<file path="config.mk">
export PLATFORM = sky130hd
export DESIGN_NAME = segment_box_first_hit
export DESIGN_NICKNAME = d
export VERILOG_FILES = /design/src/hw/rtl/sbfh_pkg.sv /design/src/hw/rtl/sbfh_span.sv /design/src/hw/rtl/sbfh_mul.sv /design/src/hw/rtl/segment_box_first_hit.sv
export SDC_FILE = /design/constraint.sdc
export NUM_CORES = 2
export LEC_CHECK = 0
export BUFFER_PORTS_ARGS = -buffer_cell sky130_fd_sc_hd__buf_2
export CORE_MARGIN = 5
export CORE_UTILIZATION = 29
export CTS_CLUSTER_DIAMETER = 50
export DETAILED_ROUTE_END_ITERATION = 8
export HOLD_SLACK_MARGIN = 0.15
export REMOVE_ABC_BUFFERS = 1
export SYNTH_ARGS = -nofsm -noshare
export SYNTH_HDL_FRONTEND = slang
export SYNTH_HIERARCHICAL = 1
export SYNTH_SLANG_ARGS = --single-unit
</file>
<file path="constraint.sdc">
create_clock -name aclk -period 9.39 [get_ports aclk]
set_clock_uncertainty 0.15 [all_clocks]
set_input_delay 0.939 -clock aclk [delete_from_list [all_inputs] [get_ports aclk]]
set_output_delay 0.939 -clock aclk [all_outputs]
set_load 0.02 [all_outputs]
</file>
<file path="src/hw/rtl/sbfh_pkg.sv">
// Shared types and constants for the segment/box first-hit block.
// No dependencies; every other file in hw/rtl imports this package.
package sbfh_pkg;

    localparam int COORD_W   = 16;
    localparam int HALF_W    = 12;
    localparam int NUM_W     = 18;
    localparam int DEN_W     = 17;
    localparam int PROD_W    = 2 * NUM_W;
    localparam int ROT_W     = 9;
    localparam int INDEX_W   = 8;
    localparam int DEF_MAX_PIECES = 256;

    localparam logic [HALF_W-1:0] HALF_THICK_RESET = 12'd160;
    localparam logic [HALF_W-1:0] HALF_LEN_RESET   = 12'd800;

    localparam logic [ROT_W-1:0] ROT_VERT_A = 9'd90;
    localparam logic [ROT_W-1:0] ROT_VERT_B = 9'd270;

    localparam int CFG_IDX_W = 1;
    localparam logic [CFG_IDX_W-1:0] REG_HALF_THICK = 1'd0;
    localparam logic [CFG_IDX_W-1:0] REG_HALF_LEN   = 1'd1;

    typedef enum logic [1:0] {
        AX_EMPTY = 2'd0,
        AX_ALL   = 2'd1,
        AX_SPAN  = 2'd2
    } axis_kind_t;

    typedef struct packed {
        axis_kind_t              kind;
        logic signed [NUM_W-1:0] n_lo;
        logic signed [NUM_W-1:0] n_hi;
        logic [DEN_W-1:0]        d_abs;
    } span_t;

    typedef enum logic [1:0] {
        ST_IDLE = 2'd0,
        ST_SPAN = 2'd1,
        ST_MUL  = 2'd2,
        ST_FIN  = 2'd3
    } state_t;

endpackage

</file>
<file path="src/hw/rtl/sbfh_span.sv">
// Per-axis slab span: entry and exit numerators over the absolute direction.
// Depends on sbfh_pkg.
module sbfh_span (
    input  logic                                 aclk,
    input  logic                                 load,
    input  logic signed [sbfh_pkg::COORD_W-1:0]  org,
    input  logic signed [sbfh_pkg::COORD_W-1:0]  tgt,
    input  logic signed [sbfh_pkg::COORD_W-1:0]  ctr,
    input  logic        [sbfh_pkg::HALF_W-1:0]   half,
    output sbfh_pkg::span_t                      span
);
    import sbfh_pkg::*;

    logic signed [NUM_W-1:0] o_ext, dir, bmin, bmax, n1, n2;
    span_t span_reg, span_next;

    always_comb begin
        o_ext = NUM_W'(org);
        dir   = NUM_W'(tgt) - o_ext;
        bmin  = NUM_W'(ctr) - NUM_W'(signed'({1'b0, half}));
        bmax  = NUM_W'(ctr) + NUM_W'(signed'({1'b0, half}));
        n1    = bmin - o_ext;
        n2    = bmax - o_ext;
        span_next = span_reg;
        if (dir == '0) begin
            span_next.kind = (bmin <= o_ext && o_ext <= bmax) ? AX_ALL : AX_EMPTY;
            span_next.n_lo = '0;
            span_next.n_hi = '0;
            span_next.d_abs = '0;
        end else if (!dir[NUM_W-1]) begin
            span_next.kind  = AX_SPAN;
            span_next.n_lo  = n1;
            span_next.n_hi  = n2;
            span_next.d_abs = dir[DEN_W-1:0];
        end else begin
            span_next.kind  = AX_SPAN;
            span_next.n_lo  = -n2;
            span_next.n_hi  = -n1;
            span_next.d_abs = DEN_W'(-dir);
        end
    end

    always_ff @(posedge aclk) begin
        if (load) begin
            span_reg <= span_next;
        end
    end

    assign span = span_reg;

endmodule

</file>
<file path="src/hw/rtl/sbfh_mul.sv">
// Shared signed multiplier with a registered product.
// Depends on sbfh_pkg.
module sbfh_mul (
    input  logic                                aclk,
    input  logic signed [sbfh_pkg::NUM_W-1:0]   op_a,
    input  logic signed [sbfh_pkg::NUM_W-1:0]   op_b,
    output logic signed [sbfh_pkg::PROD_W-1:0]  prod
);
    import sbfh_pkg::*;

    logic signed [PROD_W-1:0] prod_reg;

    always_ff @(posedge aclk) begin
        prod_reg <= PROD_W'(op_a) * PROD_W'(op_b);
    end

    assign prod = prod_reg;

endmodule

</file>
<file path="src/hw/rtl/segment_box_first_hit.sv">
// Top level of the segment/box first-hit block: sequencer, list state and ports.
// Depends on sbfh_pkg, sbfh_span and sbfh_mul.
//
// Each input beat carries one wall piece of a shot's list together with the
// shot's origin and target. A wall piece is tested between acceptance and
// ready in order: both axis spans are formed, then eight steps run on the
// single shared 18x18 multiplier (four cross products to pick the entry
// and exit fractions, two to compare them, with the product register in
// between), and a finish step folds the outcome into the list state. Floors,
// pieces after a hit and pieces past MAX_PIECES go straight to the finish
// step. The block holds one piece at a time and is not ready while it works.
// On the beat marked tlast one result beat is issued; it sits in an output
// register, and the block stalls only if a second result is due while the first waits.
module segment_box_first_hit #(
    parameter int MAX_PIECES = sbfh_pkg::DEF_MAX_PIECES
) (
    input  logic                                aclk,
    input  logic                                aresetn,
    input  logic                                cfg_we,
    input  logic [sbfh_pkg::CFG_IDX_W-1:0]      cfg_index,
    input  logic [sbfh_pkg::HALF_W-1:0]         cfg_wdata,
    input  logic                                s_tvalid,
    output logic                                s_tready,
    // origin_x, origin_y, target_x, target_y, piece_x, piece_y, rotation_deg, zero pad
    input  logic [111:0]                        s_tdata,
    // is_floor
    input  logic                                s_tuser,
    input  logic                                s_tlast,
    output logic                                m_tvalid,
    input  logic                                m_tready,
    // hit, hit_index, too_many, zero pad
    output logic [15:0]                         m_tdata
);
    import sbfh_pkg::*;

    localparam int CNT_W = $clog2(MAX_PIECES + 2);

    // Configuration registers.
    logic [HALF_W-1:0] half_thick_reg, half_len_reg;

    always_ff @(posedge aclk) begin
        if (!aresetn) begin
            half_thick_reg <= HALF_THICK_RESET;
            half_len_reg   <= HALF_LEN_RESET;
        end else if (cfg_we) begin
            unique case (cfg_index)
                REG_HALF_THICK: half_thick_reg <= cfg_wdata;
                REG_HALF_LEN:   half_len_reg   <= cfg_wdata;
                default: ;
            endcase
        end
    end

    state_t state_reg, state_next;
    logic [2:0] step_reg, step_next;

    // Captured piece.
    logic signed [COORD_W-1:0] ox_reg, oy_reg, tx_reg, ty_reg, px_reg, py_reg;
    logic vert_reg, last_reg, test_reg;
    logic [CNT_W-1:0] pos_reg;

    // List state.
    logic hit_found_reg;
    logic [INDEX_W-1:0] first_idx_reg;
    logic [CNT_W-1:0] seen_reg;

    // Sequencer working registers.
    logic signed [PROD_W-1:0] hold_reg;
    logic enter_y_reg, leave_x_reg, piece_hit_reg;

    logic [15:0] m_tdata_reg;
    logic m_tvalid_reg;

    span_t span_x, span_y;
    logic signed [PROD_W-1:0] prod;
    logic signed [NUM_W-1:0] op_a, op_b;
    logic accept, span_load, lt;
    logic [HALF_W-1:0] hx, hy;
    logic signed [NUM_W-1:0] enter_n, leave_n, enter_d, leave_d, dx_s, dy_s;
    logic geom_ok, fin_go;
    logic [CNT_W+INDEX_W-1:0] pos_ext;

    assign s_tready  = (state_reg == ST_IDLE);
    assign accept    = s_tvalid && s_tready;
    assign span_load = (state_reg == ST_SPAN);

    assign hx = vert_reg ? half_thick_reg : half_len_reg;
    assign hy = vert_reg ? half_len_reg : half_thick_reg;

    sbfh_span u_span_x (
        .aclk (aclk), .load (span_load),
        .org (ox_reg), .tgt (tx_reg), .ctr (px_reg), .half (hx),
        .span (span_x)
    );

    sbfh_span u_span_y (
        .aclk (aclk), .load (span_load),
        .org (oy_reg), .tgt (ty_reg), .ctr (py_reg), .half (hy),
        .span (span_y)
    );

    sbfh_mul u_mul (
        .aclk (aclk), .op_a (op_a), .op_b (op_b), .prod (prod)
    );

    assign dx_s    = signed'({1'b0, span_x.d_abs});
    assign dy_s    = signed'({1'b0, span_y.d_abs});
    assign enter_n = enter_y_reg ? span_y.n_lo : span_x.n_lo;
    assign enter_d = enter_y_reg ? dy_s : dx_s;
    assign leave_n = leave_x_reg ? span_x.n_hi : span_y.n_hi;
    assign leave_d = leave_x_reg ? dx_s : dy_s;

    // Fraction a < b is a.n * b.d < b.n * a.d; hold keeps the left-hand product.
    assign lt = hold_reg < prod;

    // Either slab missed, or the segment is a point inside both slabs: no hit.
    assign geom_ok = (span_x.kind != AX_EMPTY) && (span_y.kind != AX_EMPTY)
                     && !(span_x.kind == AX_ALL && span_y.kind == AX_ALL);

    always_comb begin
        case (step_reg)
            3'd0: begin op_a = span_x.n_lo; op_b = dy_s; end
            3'd1: begin op_a = span_y.n_lo; op_b = dx_s; end
            3'd2: begin op_a = span_x.n_hi; op_b = dy_s; end
            3'd3: begin op_a = span_y.n_hi; op_b = dx_s; end
            3'd5: begin op_a = leave_n;     op_b = enter_d; end
            3'd6: begin op_a = enter_n;     op_b = leave_d; end
            default: begin op_a = '0; op_b = '0; end
        endcase
    end

    // The finish cycle waits only while an earlier result is still unread.
    assign fin_go = !(last_reg && m_tvalid_reg && !m_tready);

    always_comb begin
        state_next = state_reg;
        step_next  = step_reg;
        unique case (state_reg)
            ST_IDLE: begin
                if (accept) begin
                    state_next = ST_SPAN;
                    if (s_tuser || hit_found_reg || seen_reg >= CNT_W'(MAX_PIECES)) begin
                        state_next = ST_FIN;
                    end
                end
            end
            ST_SPAN: begin
                state_next = ST_MUL;
                step_next  = 3'd0;
            end
            ST_MUL: begin
                step_next = step_reg + 3'd1;
                if (step_reg == 3'd7) begin
                    state_next = ST_FIN;
                end
            end
            ST_FIN: begin
                if (fin_go) begin
                    state_next = ST_IDLE;
                end
            end
            default: state_next = ST_IDLE;
        endcase
    end

    always_ff @(posedge aclk) begin
        if (!aresetn) begin
            state_reg <= ST_IDLE;
            step_reg  <= '0;
        end else begin
            state_reg <= state_next;
            step_reg  <= step_next;
        end
    end

    always_ff @(posedge aclk) begin
        if (accept) begin
            ox_reg   <= s_tdata[15:0];
            oy_reg   <= s_tdata[31:16];
            tx_reg   <= s_tdata[47:32];
            ty_reg   <= s_tdata[63:48];
            px_reg   <= s_tdata[79:64];
            py_reg   <= s_tdata[95:80];
            vert_reg <= (s_tdata[104:96] == ROT_VERT_A) || (s_tdata[104:96] == ROT_VERT_B);
            last_reg <= s_tlast;
            pos_reg  <= seen_reg;
        end
        if (state_reg == ST_MUL) begin
            case (step_reg)
                3'd1, 3'd3, 3'd6: hold_reg <= prod;
                3'd2: begin
                    if (span_x.kind == AX_ALL) begin
                        enter_y_reg <= 1'b1;
                    end else if (span_y.kind == AX_ALL) begin
                        enter_y_reg <= 1'b0;
                    end else begin
                        enter_y_reg <= lt;
                    end
                end
                3'd4: begin
                    if (span_x.kind == AX_ALL) begin
                        leave_x_reg <= 1'b0;
                    end else if (span_y.kind == AX_ALL) begin
                        leave_x_reg <= 1'b1;
                    end else begin
                        leave_x_reg <= lt;
                    end
                end
                default: ;
            endcase
        end
    end

    // test_reg marks a piece that went through the multiplier sequence.
    always_ff @(posedge aclk) begin
        if (!aresetn) begin
            test_reg      <= 1'b0;
            piece_hit_reg <= 1'b0;
        end else if (accept) begin
            test_reg      <= 1'b0;
            piece_hit_reg <= 1'b0;
        end else if (state_reg == ST_MUL && step_reg == 3'd7) begin
            test_reg      <= 1'b1;
            piece_hit_reg <= geom_ok && !lt && !enter_n[NUM_W-1] && (enter_n <= enter_d);
        end
    end

    assign pos_ext = {{INDEX_W{1'b0}}, pos_reg};

    always_ff @(posedge aclk) begin
        if (!aresetn) begin
            hit_found_reg <= 1'b0;
            first_idx_reg <= '0;
            seen_reg      <= '0;
            m_tvalid_reg  <= 1'b0;
            m_tdata_reg   <= '0;
        end else begin
            // A new result may replace one that is being read in the same cycle.
            if (state_reg == ST_FIN && fin_go && last_reg) begin
                m_tvalid_reg <= 1'b1;
            end else if (m_tvalid_reg && m_tready) begin
                m_tvalid_reg <= 1'b0;
            end
            if (accept && seen_reg <= CNT_W'(MAX_PIECES)) begin
                seen_reg <= seen_reg + 1'b1;
            end
            if (state_reg == ST_FIN && fin_go) begin
                if (last_reg) begin
                    if (test_reg && piece_hit_reg) begin
                        m_tdata_reg <= {6'd0, (seen_reg > CNT_W'(MAX_PIECES)),
                                        pos_ext[INDEX_W-1:0], 1'b1};
                    end else begin
                        m_tdata_reg <= {6'd0, (seen_reg > CNT_W'(MAX_PIECES)),
                                        (hit_found_reg ? first_idx_reg : 8'd0),
                                        hit_found_reg};
                    end
                    hit_found_reg <= 1'b0;
                    first_idx_reg <= '0;
                    seen_reg      <= '0;
                end else if (test_reg && piece_hit_reg) begin
                    hit_found_reg <= 1'b1;
                    first_idx_reg <= pos_ext[INDEX_W-1:0];
                end
            end
        end
    end

    assign m_tvalid = m_tvalid_reg;
    assign m_tdata  = m_tdata_reg;

    a_seen_bounded: assert property (@(posedge aclk) disable iff (!aresetn)
        seen_reg <= CNT_W'(MAX_PIECES + 1))
        else $error("piece counter passed its saturation value");

    a_idx_clear: assert property (@(posedge aclk) disable iff (!aresetn)
        !hit_found_reg |-> first_idx_reg == '0)
        else $error("first hit index set without a hit");

    a_result_idx: assert property (@(posedge aclk) disable iff (!aresetn)
        m_tvalid && !m_tdata[0] |-> m_tdata[8:1] == 8'd0)
        else $error("result carries an index but no hit");

    a_result_on_last: assert property (@(posedge aclk) disable iff (!aresetn)
        $rose(m_tvalid) |-> $past(state_reg == ST_FIN && last_reg))
        else $error("result issued outside the end of a list");

endmodule

</file>
==> results.rst <==
.. list-table::
   :header-rows: 1

   * - Metric
     - Value
   * - Die boundary width
     - roughly 370 um
   * - CTS H-Tree Depth
     - 2
   * - Synth cell types
     - between 100 and 150
   * - Largest driver fanout on the critical path
     - 17
   * - Syn avg cell area
     - approximately 9.4 um2
   * - Fraction of the yosys area taken by sequential cells
     - 25.88%
   * - CTS tree
     - done
   * - Vert. Die Dim
     - roughly 370 um
   * - Total number of placement rows
     - 130
   * - Pin slew with the least headroom to its limit
     - 1.033 ns
   * - Total of fill cells in the finished design
     - ~13,000
   * - Post-synthesis register bit count
     - 350
   * - Endpoint kind of the worst setup timing path
     - flop
   * - Antenna violations before repair
     - 1
   * - Number of hold buffers added after cts
     - 0
   * - Drt initial violations
     - around 1,600
   * - Count of maximum capacitance violations
     - 0
   * - Summed area of non-filler cells in the final layout
     - about 0.041 mm2
   * - Total congestion overflow
     - 0
   * - CP Class
     - flop to flop
   * - Worst path required time
     - between 9 and 10 ns
   * - Clock transition at the register clock pins on the worst setup and hold paths after CTS
     - roughly 0.060 ns
   * - Most used flip-flop cell after synthesis
     - edfxtp_1
   * - Hold Vio Cnt, Final
     - 0
   * - Status
     - completed
   * - Setup slack, reg-to-reg
     - around 0.9 ns
   * - Layout overhead on the synthesized area
     - 11.72%
   * - Minimum setup slack in the final design
     - approximately 0.89 ns
   * - Total clock sinks
     - 350
   * - Overall routing resource usage
     - 14.23%
   * - Initial standard-cell utilization of the core
     - between 20 and 30%
   * - Port Buffer Count
     - between 100 and 150
   * - Minimum clock period after layout
     - approximately 8.5 ns
   * - Share of the clock period used by the worst path after layout
     - about 91%
   * - CTS-repair resized insts
     - 0
   * - Number of cells on the worst reg-to-reg path
     - 29
   * - Worst stage delay on the critical path
     - between 0.8 and 0.9 ns
   * - Final Net Count
     - slightly below 5,000
   * - Die footprint
     - around 0.13 mm2
   * - Total setup buffers inserted after CTS
     - 0
   * - Number of synthesized flops with an enable pin
     - approximately 250
   * - Launch point of the critical path
     - step_reg[2]
   * - Crit start category
     - flop
   * - Multi-input gate area
     - 0.02466 mm2
   * - Total number of vias
     - 27,790
   * - Setup repair after global routing missed its margin
     - no
   * - Antenna-violating nets left
     - 0
   * - Drt total wl
     - roughly 97,000 um
   * - Kind of path behind the tightest hold check
     - flop to flop
   * - Ratio of routed vias to standard cells
     - a little under 5
   * - Weighted congestion reported at the end of routability-driven placement
     - around 0.87
   * - Root buffer cell
     - clkbuf_16
   * - Worst path most repeated cell
     - inv_1
   * - Count of synthesis-stage warnings from yosys
     - 6
   * - Core region area
     - approximately 0.13 mm2
   * - Final HPWL DP
     - 77,630 um
   * - Number of global-route vias before repair
     - roughly 28,000
   * - Crit path to
     - u_mul/prod[34]
   * - Combined flip-flop and latch cell area
     - around 0.0095 mm2
   * - Placed instance area
     - 0.03950 mm2
   * - Largest net degree at the start of global routing
     - 60
   * - Share of cells above drive strength 1
     - 9.334%
   * - Slew headroom
     - a little under a third
   * - Buffer depth of the longest clock path
     - 3
   * - Clk Latency, worst-skew pair
     - ~0.62 ns
   * - Number of clock buffers inserted by TritonCTS
     - a little under 50
   * - First-pass GRT wire length
     - about 150,000 um
   * - Detailed-routing iteration count for the pre-antenna-repair pass
     - 5
   * - Setup_tns
     - 0 ns
   * - Crit Reg-Reg Startpoint
     - step_reg[2]
   * - Max-slew violations
     - 0
   * - Setup WS pre-CTS
     - just over 0.9 ns
   * - CP arrival
     - between 8 and 9 ns
   * - Count of boundary I/O pins
     - 150
   * - Share of flip-flops with an asynchronous set or reset
     - 0%
   * - Count of unresolved DRC violations after routing
     - 0
   * - Antenna diode count
     - 0
   * - Worst reg2reg path endpoint
     - u_mul/prod[34]
   * - Average detailed-routed wire length per instance
     - ~17 um
   * - Synthesized instance count
     - approximately 3,900
   * - Max stage delay cell, worst path
     - fa_1
   * - Max Clock Freq
     - roughly 120 MHz
   * - Final setup violation count
     - 0
   * - Netlist area before placement
     - between 0.03 and 0.04 mm2
-- stage by stage --
| stage | std cells | utilization [%] | hold slack (ns) |
|---|---|---|---|
| finish | 5732 | 32.70 | 0.2764 |
| global route | 5732 | 32.70 | 0.2852 |
| CTS | 5732 | 32.70 | 0.2774 |
| detailed placement | 5640 | 31.34 | 0.2641 |
| global placement | 5640 | 31.34 | 0.2637 |
| floorplan | 3808 | - | 0.2582 |
-- logic make-up after synthesis --
group / synth area share (%)
multiplexers: 1.936
other: 0.01016
AO/OA/AOI/OAI: 13.78
flip-flops: 25.88
adder cells (fa/ha/maj): 29.07
buffers and inverters: 7.538
AND/OR/NAND/NOR: 16.18
XOR/XNOR: 5.599
-- synth_stat cells (26+ instances only) --
cell	count	area share, %
a21o_1	32	0.65
ha_1	315	11
o22ai_1	47	0.80
nand4_1	26	0.44
dfxtp_1	96	5.2
xnor2_1	161	3.8
o31ai_1	29	0.59
a21boi_0	28	0.57
inv_1	585	6.0
nand2b_1	39	0.66
nor2b_1	57	0.97
nor3_1	61	0.83
o21ai_0	94	1.3
edfxtp_1	254	21
and2_1	183	3.1
nand2_1	388	3.9
a211oi_1	31	0.63
nand3_1	79	1.1
fa_1	339	18
a22oi_1	49	1.0
mux2_2	43	1.3
and3_1	37	0.63
xor2_1	73	1.7
clkbuf_1	96	0.98
nor2_1	161	1.6
a21oi_1	174	2.4
-- metal layers --
layer / vias to the layer above / track usage [%] / routed length [um]
li1: 13580 / - / -
met1: 13400 / 18.61 / 43740
met2: 654 / 24.03 / 45360
met3: 162 / 1.616 / 3952
met4: 0 / 5.776 / 4398
met5: - / 0 / 0
-- critical path, delay by kind of cell (launching register included) --
family	cells	cell delay, ns
AND/OR/NAND/NOR	4	0.93
adder cells (fa/ha/maj)	8	3.95
buffers and inverters	8	0.92
XOR/XNOR	1	0.13
AO/OA/AOI/OAI	8	1.86
flip-flops	1	0.50
-- area by class of cell --
class | instances | area share (%)
Sequential cell | 350 | 23.17
Clock inverter | 40 | 1.147
Inverter | 586 | 5.342
Multi-Input combinational cell | 2872 | 59.82
Timing Repair Buffer | 182 | 2.489
Clock buffer | 52 | 3.026
Tap cell | 1650 | 5.008
-- worst min-delay path by stage --
| stage | depth (start not counted) | slack [ns] | end | startpoint |
|---|---|---|---|---|
| CTS | 0 | 0.28 | hold_reg[22] | u_mul/prod[22] |
| global route | 0 | 0.29 | hold_reg[3] | u_mul/prod[3] |
| global placement | 0 | 0.26 | hold_reg[23] | u_mul/prod[23] |
| floorplan | 0 | 0.26 | hold_reg[0] | u_mul/prod[0] |
| detailed placement | 0 | 0.26 | hold_reg[22] | u_mul/prod[22] |
| finish | 0 | 0.28 | hold_reg[22] | u_mul/prod[22] |
-- cell usage in the layout, fill, tap and decap left out, types with 57 or more instances in the layout --
master and count:
xnor2_1 161, nor3_1 61, fa_1 339, dfxtp_1 96, ha_1 314, edfxtp_1 254, buf_2 136, nand2_1 388
nand3_1 79, inv_1 584, and2_1 183, o21ai_0 94, nor2b_1 57, nor2_1 161, xor2_1 73, a21oi_1 174
Power is not shown: default switching activity piles up to over one toggle a cycle in this logic, so the estimate is an artifact.
